### config.mk
export PLATFORM = sky130hd
export DESIGN_NAME = selective_repeat_receiver_window_top
export DESIGN_NICKNAME = d
export VERILOG_FILES = /design/src/srrw_pkg.sv /design/src/selective_repeat_receiver_window_top.sv
export SDC_FILE = /design/constraint.sdc
export NUM_CORES = 1
export LEC_CHECK = 0
export ABC_CLOCK_PERIOD_IN_PS = 8900
export BUFFER_PORTS_ARGS = -buffer_cell sky130_fd_sc_hd__buf_4
export CORE_ASPECT_RATIO = 0.6
export CORE_MARGIN = 2
export CORE_UTILIZATION = 67
export CTS_CLUSTER_SIZE = 8
export DETAILED_ROUTE_END_ITERATION = 8
export PLACE_DENSITY = 0.91
export SKIP_LAST_GASP = 1
export SYNTH_ARGS = -nofsm -noshare
export SYNTH_HDL_FRONTEND = slang
export SYNTH_SLANG_ARGS = --single-unit
### constraint.sdc
create_clock -name clk -period 8.9 [get_ports clk]
set_clock_uncertainty 0.2 [all_clocks]
set_input_delay 0.445 -clock clk [delete_from_list [all_inputs] [get_ports clk]]
set_output_delay 0.445 -clock clk [all_outputs]
set_load 0.02 [all_outputs]
### src/srrw_pkg.sv
package srrw_pkg;

	// Field widths fixed by the frame format
	localparam int SEQ_W = 7;
	localparam int WIN_W = 7;

	// Defaults
	localparam int SEQ_SPACE_DEF = 128;
	localparam logic [WIN_W-1:0] WIN_RESET = 7'd5;

	// ack_kind codes
	localparam logic ACK_NEW    = 1'b0;
	localparam logic ACK_REPEAT = 1'b1;

endpackage

### src/selective_repeat_receiver_window_top.sv
// Selective-repeat ARQ receiver window. Pulse start with seq_num while busy is low. The
// block folds multiples of SEQ_SPACE out of seq_num when SEQ_SPACE is below 128, takes
// the offset from the window base and checks it against the window. A frame outside the
// window ends there; one inside it is marked and the window base slides over the marks.
// Busy stays high meanwhile. The slide reads one mark per cycle from the mark memory. A
// result is shown on ack_num/ack_kind/window_base for exactly one cycle with result_valid
// high; the receiver cannot stall it. A repeat of a frame already marked in the window
// gives no result. After reset the block clears its mark memory with busy high.
// The window width is written through cfg_valid/cfg_data; cfg_ready is high only while the
// block is idle, so a new width never lands on an item in flight.
module selective_repeat_receiver_window_top
	import srrw_pkg::*;
#(
	parameter int SEQ_SPACE = SEQ_SPACE_DEF
) (
	input  logic             clk,
	input  logic             arst_n,
	input  logic             start,
	output logic             busy,
	input  logic [SEQ_W-1:0] seq_num,
	output logic             result_valid,
	output logic [SEQ_W-1:0] ack_num,
	output logic             ack_kind,
	output logic [SEQ_W-1:0] window_base,
	input  logic             cfg_valid,
	output logic             cfg_ready,
	input  logic [WIN_W-1:0] cfg_data
);

	localparam int IW = $clog2(SEQ_SPACE);
	localparam int AW = (IW > SEQ_W) ? IW : SEQ_W;
	localparam logic [AW:0] SPACE_A = (AW+1)'(SEQ_SPACE);
	localparam logic [AW:0] HALF_A  = (AW+1)'(SEQ_SPACE / 2);
	localparam logic [IW-1:0] LAST_IDX = IW'(SEQ_SPACE - 1);

	typedef enum logic [2:0] {
		ST_CLEAR,
		ST_IDLE,
		ST_REDUCE,
		ST_OFFS,
		ST_WIN,
		ST_MARK,
		ST_SLIDE
	} state_t;

	state_t          state_q;
	logic [IW-1:0]   clr_q;
	logic [AW-1:0]   seq_q;
	logic [IW-1:0]   base_q;
	logic [AW:0]     off_q;
	logic            borrow_q;
	logic            in_win_q;
	logic            fresh_q;
	logic            fwd_q;
	logic [WIN_W-1:0] win_q;
	logic            result_valid_q;
	logic [SEQ_W-1:0] ack_num_q;
	logic            ack_kind_q;
	logic [SEQ_W-1:0] window_base_q;

	// mark memory
	logic            mark_mem [SEQ_SPACE];
	logic            rd_data_q;
	logic [IW-1:0]   rd_addr;
	logic            mem_we;
	logic [IW-1:0]   mem_wa;
	logic            mem_wd;

	// shared add/subtract unit
	logic [AW:0]     alu_a;
	logic [AW:0]     alu_b;
	logic            alu_sub;
	logic [AW:0]     alu_y;

	logic [IW-1:0]   seq_idx;
	logic [AW:0]     eff_win;
	logic [IW-1:0]   base_inc;
	logic [IW-1:0]   base_dec;
	logic            mark_now;

	assign seq_idx  = seq_q[IW-1:0];
	assign eff_win  = ((AW+1)'(win_q) > HALF_A) ? HALF_A : (AW+1)'(win_q);
	assign base_dec = (base_q == '0) ? LAST_IDX : base_q - 1'b1;
	assign base_inc = (alu_y == SPACE_A) ? '0 : alu_y[IW-1:0];
	assign mark_now = rd_data_q | fwd_q;

	// operand selection for the shared unit
	always_comb begin
		alu_a   = (AW+1)'(seq_q);
		alu_b   = SPACE_A;
		alu_sub = 1'b1;
		case (state_q)
			ST_REDUCE: begin
				alu_a   = (AW+1)'(seq_q);
				alu_b   = SPACE_A;
				alu_sub = 1'b1;
			end
			ST_OFFS: begin
				alu_a   = (AW+1)'(seq_q);
				alu_b   = (AW+1)'(base_q);
				alu_sub = 1'b1;
			end
			ST_WIN: begin
				alu_a   = off_q;
				alu_b   = borrow_q ? SPACE_A : '0;
				alu_sub = 1'b0;
			end
			ST_SLIDE: begin
				alu_a   = (AW+1)'(base_q);
				alu_b   = (AW+1)'(1);
				alu_sub = 1'b0;
			end
			default: begin
				alu_a   = (AW+1)'(seq_q);
				alu_b   = SPACE_A;
				alu_sub = 1'b1;
			end
		endcase
	end

	assign alu_y = alu_sub ? (alu_a - alu_b) : (alu_a + alu_b);

	// memory port control
	always_comb begin
		mem_we  = 1'b0;
		mem_wa  = seq_idx;
		mem_wd  = 1'b0;
		rd_addr = seq_idx;
		case (state_q)
			ST_CLEAR: begin
				mem_we = 1'b1;
				mem_wa = clr_q;
				mem_wd = 1'b0;
			end
			ST_MARK: begin
				mem_we  = in_win_q & ~rd_data_q;
				mem_wa  = seq_idx;
				mem_wd  = 1'b1;
				rd_addr = base_q;
			end
			ST_SLIDE: begin
				mem_we  = mark_now;
				mem_wa  = base_q;
				mem_wd  = 1'b0;
				rd_addr = base_inc;
			end
			default: begin
				rd_addr = seq_idx;
			end
		endcase
	end

	always_ff @(posedge clk) begin
		if (mem_we) begin
			mark_mem[mem_wa] <= mem_wd;
		end
		rd_data_q <= mark_mem[rd_addr];
	end

	// configuration register
	always_ff @(posedge clk or negedge arst_n) begin
		if (!arst_n) begin
			win_q <= WIN_RESET;
		end else if (cfg_valid && cfg_ready) begin
			win_q <= cfg_data;
		end
	end

	// sequencer
	always_ff @(posedge clk or negedge arst_n) begin
		if (!arst_n) begin
			state_q        <= ST_CLEAR;
			clr_q          <= '0;
			seq_q          <= '0;
			base_q         <= '0;
			off_q          <= '0;
			borrow_q       <= 1'b0;
			in_win_q       <= 1'b0;
			fresh_q        <= 1'b0;
			fwd_q          <= 1'b0;
			result_valid_q <= 1'b0;
			ack_num_q      <= '0;
			ack_kind_q     <= ACK_NEW;
			window_base_q  <= '0;
		end else begin
			result_valid_q <= 1'b0;
			case (state_q)
				ST_CLEAR: begin
					clr_q <= clr_q + 1'b1;
					if (clr_q == LAST_IDX) begin
						state_q <= ST_IDLE;
					end
				end
				ST_IDLE: begin
					if (start) begin
						seq_q   <= AW'(seq_num);
						state_q <= ST_REDUCE;
					end
				end
				ST_REDUCE: begin
					// fold out multiples of the sequence space
					if (!alu_y[AW]) begin
						seq_q <= alu_y[AW-1:0];
					end else begin
						state_q <= ST_OFFS;
					end
				end
				ST_OFFS: begin
					off_q    <= alu_y;
					borrow_q <= alu_y[AW];
					state_q  <= ST_WIN;
				end
				ST_WIN: begin
					in_win_q <= (alu_y < eff_win);
					state_q  <= ST_MARK;
				end
				ST_MARK: begin
					if (!in_win_q) begin
						result_valid_q <= 1'b1;
						ack_num_q      <= SEQ_W'(base_dec);
						ack_kind_q     <= ACK_REPEAT;
						window_base_q  <= SEQ_W'(base_q);
						state_q        <= ST_IDLE;
					end else begin
						fresh_q <= ~rd_data_q;
						// read of base misses a write to the same entry
						fwd_q   <= ~rd_data_q && (seq_idx == base_q);
						state_q <= ST_SLIDE;
					end
				end
				ST_SLIDE: begin
					fwd_q <= 1'b0;
					if (mark_now) begin
						base_q <= base_inc;
					end else begin
						result_valid_q <= fresh_q;
						ack_num_q      <= SEQ_W'(seq_idx);
						ack_kind_q     <= ACK_NEW;
						window_base_q  <= SEQ_W'(base_q);
						state_q        <= ST_IDLE;
					end
				end
				default: begin
					state_q <= ST_IDLE;
				end
			endcase
		end
	end

	assign busy         = (state_q != ST_IDLE);
	assign cfg_ready    = (state_q == ST_IDLE);
	assign result_valid = result_valid_q;
	assign ack_num      = ack_num_q;
	assign ack_kind     = ack_kind_q;
	assign window_base  = window_base_q;

	// checks
	a_strobe_single: assert property (@(posedge clk) disable iff (!arst_n)
		result_valid |=> !result_valid)
		else $error("result strobe longer than one cycle");

	a_start_to_reduce: assert property (@(posedge clk) disable iff (!arst_n)
		(start && !busy) |=> (state_q == ST_REDUCE))
		else $error("accepted item did not enter sequencer");

	a_new_from_slide: assert property (@(posedge clk) disable iff (!arst_n)
		(result_valid && (ack_kind == ACK_NEW)) |-> ($past(state_q) == ST_SLIDE))
		else $error("new-frame ack not issued at end of slide");

	a_base_range: assert property (@(posedge clk) disable iff (!arst_n)
		base_q <= LAST_IDX)
		else $error("window base outside sequence space");

	a_idle_after_result: assert property (@(posedge clk) disable iff (!arst_n)
		result_valid |-> !busy)
		else $error("result shown while sequencer busy");

endmodule
After elaboration in Yosys (flattened, before gate mapping)
Memories as Yosys holds them, arrays and structs flattened. A register that Yosys moved wholly into a read port is not among the register bits.
Index checks and enable logic that the tools add are counted.
{ "word_totals": {"ram_bits": 128, "n_memories": 1, "word_cells": 90, "reg_bits": 59, "in_bits": 18, "output_inout_bits": 18} }
{ "classes": {"mux": 36, "reduce_logical": 13, "n_eq_ne": 17, "magnitude_cmp": 2, "bitwise": 3, "addsub": 4} }
{ "memory_table": {"columns": ["name", "depth", "word_bits", "rd", "rd_ports_with_merged_regs", "write_ports", "line", "rtl"], "rows": [
  ["mark_mem", 128, 1, 1, 1, 1, "selective_repeat_receiver_window_top.sv:62", "logic mark_mem [SEQ_SPACE];"]
]} }
{ "ops": {"columns": ["operator", "n"], "rows": [
  ["$pmux 7 s2", 5],
  ["$mux 7", 9],
  ["$pmux 8 s3", 1],
  ["$pmux 3 s7", 1],
  ["$mux 8", 2],
  ["$pmux 8 s2", 1],
  ["$mux 3", 5],
  ["$ne 2x2->1 const B", 7],
  ["$eq 3x3->1 const B", 3],
  ["$add 8x8->8", 1],
  ["$eq 8x8->1 const B", 1],
  ["$lt 8x7->1", 1],
  ["$mux 1", 8],
  ["$sub 8x8->8", 1],
  ["$add 7x1->7 const B", 1],
  ["$eq 7x7->1", 1],
  ["$eq 7x7->1 const B", 1],
  ["$gt 7x7->1 const B", 1],
  ["$logic_not 7->1", 1],
  ["$sub 7x1->7 const B", 1],
  ["$eq 3x2->1 const B", 2],
  ["$pmux 1 s2", 3],
  ["$reduce_and 2->1", 3],
  ["$reduce_and 3->1", 2],
  ["other kinds (11)", 13]
]} }

Longest topological paths before layout
{ "logic_depth": {"ltp_word": 7, "depth_mapped": 23, "ltp_nobuf": 19} }

Worst setup path after synthesis
No wires, ideal clock.
{ "synth_timing": {"path_kind": "reg-to-reg", "startpoint": "reg state_q[0]", "endpoint": "mem mark_mem[30] (enable)", "stages_incl_launch_ff": 11, "slack_ns": 4.621, "path_buffers": 3, "setup_time_ns": 0.300, "period_less_slack_ns": 4.279, "arrival_time_ns": 3.779, "required_ns": 8.400, "path_cell_list": "dfrtp_1 buf_4 buf_6 nand2_1 nor2_2 nand2_1 or2_1 nand2_1 nand3_1 clkbuf_1 nor2_1"} }
{ "synth_between": {"elab_chain_cells": 4, "word_cells_on_any_way": 7, "cone_classes": "eq/ne (2); mux (4); reduce/logical (1)"} }
{ "synth_lines": {"columns": ["item", "line", "rtl"], "rows": [
  ["start, declared", "selective_repeat_receiver_window_top.sv:46", "state_t state_q;"],
  ["start signal, assigned", "selective_repeat_receiver_window_top.sv:172", "state_q <= ST_CLEAR;"],
  ["start signal, assigned", "selective_repeat_receiver_window_top.sv:191", "state_q <= ST_IDLE;"],
  ["start signal, assigned", "selective_repeat_receiver_window_top.sv:197", "state_q <= ST_REDUCE;"],
  ["$eq 3x3->1 / $logic_not 3->1 (equally long branches)", "selective_repeat_receiver_window_top.sv:129", "case (state_q)"],
  ["$pmux 1 s3", "selective_repeat_receiver_window_top.sv:129", null],
  ["$mux 1", "selective_repeat_receiver_window_top.sv:154", "if (mem_we) begin"],
  ["$mux 1 (not written as such)", "selective_repeat_receiver_window_top.sv:155", "mark_mem[mem_wa] <= mem_wd;"],
  ["end, declared", "selective_repeat_receiver_window_top.sv:62", null]
]} }
Several ways; a longest one is shown, not always the timed one.

Worst setup path in the final report
{ "layout_timing": {"startpoint": "reg state_q[0]", "endpoint": "reg rd_data_q, read port of mark_mem"} }
{ "layout_between": {"elab_chain_cells": 7, "word_cells_on_any_way": 13, "cone_classes": "add/sub (2); eq/ne (5); mux (5); reduce/logical (1)"} }
{ "layout_lines": {"columns": ["item", "line", "rtl"], "rows": [
  ["$eq 3x3->1 (tied with other cells)", "selective_repeat_receiver_window_top.sv:92, selective_repeat_receiver_window_top.sv:129", null],
  ["$pmux 8 s3 / $pmux 8 s2 (equally long branches)", "selective_repeat_receiver_window_top.sv:92", "case (state_q)"],
  ["$sub 8x8->8 / $add 8x8->8 (equally long branches)", "selective_repeat_receiver_window_top.sv:121", "assign alu_y = alu_sub ? (alu_a - alu_b) : (alu_a + alu_b);"],
  ["$mux 8", "selective_repeat_receiver_window_top.sv:121", null],
  ["$eq 8x8->1", "selective_repeat_receiver_window_top.sv:84", "assign base_inc = (alu_y == SPACE_A) ? '0 : alu_y[IW-1:0];"],
  ["$mux 7", "selective_repeat_receiver_window_top.sv:84", null],
  ["$pmux 7 s2 *", "selective_repeat_receiver_window_top.sv:129", null],
  ["end, declared", "selective_repeat_receiver_window_top.sv:63", "logic rd_data_q;"]
]} }
Mark *: on every way between the ends. The rest lies on a longest branch, timed or not.
A chain may end at the register's enable or synchronous reset.

==> results.md <==
* Initial antenna violation count at 0
* Async set-reset flop share out of synthesis at 30.65%
* Post-synthesis cell area at 0.009585 mm²
* Worst path required time at 9010 ps
* Post-CTS sizing at 0
* Largest net degree at the start of global routing at 135
* Die H at 96.65 µm
* Antenna cell count at 0
* Hold Path End: win_q[6]
* Distinct cells, synth at 62
* GR Util met2 at 44.78%
* Max Cap Viol at 0
* RD Place Congestion at 0.9920
* Highest Clock Rate at 170.5 MHz
* Area Growth Syn to Fin at 9.320%
* Reg clk slew, reported paths at 80 ps
* Reg2Reg Capture Point: rd_data_q
* Register-to-register setup slack at 3030 ps
* Ys Warns at 0
* Postcts setup bufs at 0
* Final HPWL DP at 16,210 µm
* Critical Path End Type: flip-flop
* CTS Root Cell: clkbuf_16
* R2r worst-path depth at 17
* Final core utilization at 75.76%
* Die span in x at 158.4 µm
* TritonCTS buffer count at 17
* Top FF cell, synth: edfxtp_1
* CP cell instances: inv_2 -> nor3_1 -> a21oi_1 -> ha_1 -> nor2_1 -> xnor2_1 -> ha_1 -> nand3_1 -> a21boi_1 -> o211ai_2 -> nand3_4 -> buf_4 -> mux2_1 -> o2111ai_1 -> nand4_1 -> o31ai_1 -> nand4_1
* Min-Delay Startpoint: cfg_data[6]
* Total gr overflow at 0
* Pleak at 4.007 nW
* P per Cell Area at 409.9 mW/mm²
* Top-count cell post-synth: nor2_1
* Total power at 4.296 mW
* Vias at 7,383
* Mapped Cells at 909
* Worst Path Buf+Inv at 2
* Slowest cell on crit path: buf_4
* Share of cells above drive strength 1 at 12.06%
* Core area at 0.01383 mm²
* Final non-filler cell area at 0.01048 mm²
* I/O pin count at 36
* DRT Pass-1 Iters at 8
* Max stage delay on crit path at 820 ps
* Global routing usage on met3 at 11.74%
* CTS tree: yes
* Fill cells at 901
* Synth area leader: edfxtp_1
* Arrival @ worst endpoint at 5980 ps
* Slew Viols, Final at 0
* Insertion delay to the later sink of the worst-skew pair at 440 ps
* Clock tree sinks at 186
* Top-area cell type share of the netlist area at 40.10%
* Outcome: completed
* Global-route wire length before repair at 38,780 µm
* Crit Path Category: flip-flop to flip-flop
* Clock buffer depth at 2
* DRC violation count after routing at 0
* Final period util at 65.92%
* Crit path max-delay family: simple AND/OR/NAND/NOR gates
* TNS Setup at 0 ps
* DRT iter0 DRCs at 1,262
* Final ANT Viol Nets at 0
* Final setup violation count at 0
* Vias per inst at 6.586
* Tightest Pin Transition at 1185 ps
* Multi-input logic area at 0.003944 mm²
* Syn_nets at 945
* Die ar. at 0.01531 mm²
* CP max FO at 64
* Mean routed wirelength per cell at 22.09 µm
* Final net count at 952
* H-tree levels at 4
* WHS at 18.01 ps
* Sequential cell area at 0.005293 mm²
* Global routing's busiest layer: met1
* Port Buffers at 35
* Initial Util at 69.30%
* GRT met1 Usage at 52.77%
* Final min period at 5867 ps
* Synthesis-stage register bit count at 186
* Syn avg cell area at 10.55 µm²
* Number of hold buffers added after cts at 1
* Worst Setup Start Kind: flip-flop
* Type of the most critical hold path: input port to flip-flop
* Post-synthesis sequential area ratio at 55.21%
* Post-synth EDFFs at 128
* Placed Area at 0.009878 mm²
* RSZ-0062 raised after global routing: false
* Num rows at 33
* Relative slew slack at 21.03%
* Hold Path Depth at 3
* FF-to-FF Start: state_q[0]
* Final Hold Fails at 0
* GRT Total Usage at 33.82%
* Synth top cells by count: nor2_1 (180), edfxtp_1 (128), nand2_1 (96)
* Peak supply drop at 0.2764 mV
* Final wirelength at 24,770 µm
* Vias in the first global route at 7,048
* Top cells by area, synth: edfxtp_1 (40%), dfrtp_1 (14%), nor2_1 (7.0%)
## cell families (layout without fill, tap and decap cells)
family / after synthesis / count (layout) / share of synthesized area (%)
flip-flops: 186 / 186 / 55.21
XOR/XNOR: 22 / 22 / 2.010
AO/OA/AOI/OAI: 153 / 153 / 10.61
buffers and inverters: 76 / 96 / 3.825
AND/OR/NAND/NOR: 363 / 363 / 16.09
adder cells (fa/ha/maj): 18 / 18 / 2.428
multiplexers: 91 / 91 / 9.816
## worst max-delay path by stage
stage,to,from,cells after the start,slack (ps)
after CTS,rd_data_q,state_q[0],17,3200
after global routing,rd_data_q,state_q[0],17,2610
final,rd_data_q,state_q[0],17,3030
after floorplan,mark_mem[30],state_q[0],10,4620
after global placement,rd_data_q,state_q[1],18,3520
after detailed placement,rd_data_q,state_q[0],17,3240
## state kept, by name, summed over array words and instances, names as in the netlist
name,flops
rd_data_q,1
fresh_q,1
off_q,7
in_win_q,1
seq_idx,7
ack_kind,1
result_valid,1
base_q,7
clr_q,7
state_q,3
fwd_q,1
ack_num,7
win_q,7
window_base,7
mark_mem,128
## routing by layer
layer  part of all wire [%]  vias up
met2                     41      580
li1                       -     3253
met4                    2.1        0
met1                     42     3489
met5                      0        -
met3                     15       61
## where the power goes
part / leakage (nW) / internal (mW) / switching (mW)
registers: 1.90 / 1.10 / 0.200
logic: 1.83 / 0.777 / 1.45
clock network: 0.279 / 0.421 / 0.354
total: 4.01 / 2.29 / 2.00
## stage by stage
stage | worst slack [ps] | instances
detailed placement | 3242 | 1088
global placement | 3521 | 1088
finish | 3033 | 1121
CTS | 3197 | 1121
global route | 2611 | 1121
floorplan | 4621 | 909
## tightest hold or removal path: stages
cell     delay (ps)
buf_4            80
nand2_1          40
o21ai_0          60
## cells in the final DEF, fill, tap and decap left out, drive strengths merged, types with 3 or more instances in the layout
cell type / instances
nand4: 7
ha: 17
nand2b: 7
mux2: 24
o21ai: 48
a31oi: 6
or3: 4
o22ai: 10
a21oi: 34
inv: 25
o21a: 3
mux2i: 67
dfrtp: 55
nor2: 182
edfxtp: 128
clkinvlp: 3
and2: 11
or2: 4
a22oi: 8
and3: 3
a21o: 4
buf: 44
o2111ai: 4
xor2: 6
nand3: 30
nand2: 96
xnor2: 16
clkbuf: 18
nor3: 10
nor2b: 3
a221oi: 12
a221o: 7
o211ai: 3
a31o: 3
clkinv: 3
## final cells by class
| type | instances | area share (%) |
|---|---|---|
| flip-flops and latches | 186 | 50.51 |
| multi-input cells | 647 | 37.64 |
| well taps | 192 | 2.293 |
| repair buffers | 45 | 3.248 |
| clock buffers | 18 | 4.096 |
| clock inverters | 14 | 1.540 |
| inverters | 19 | 0.6806 |
Note: power is estimated with default switching activity, not from simulation.
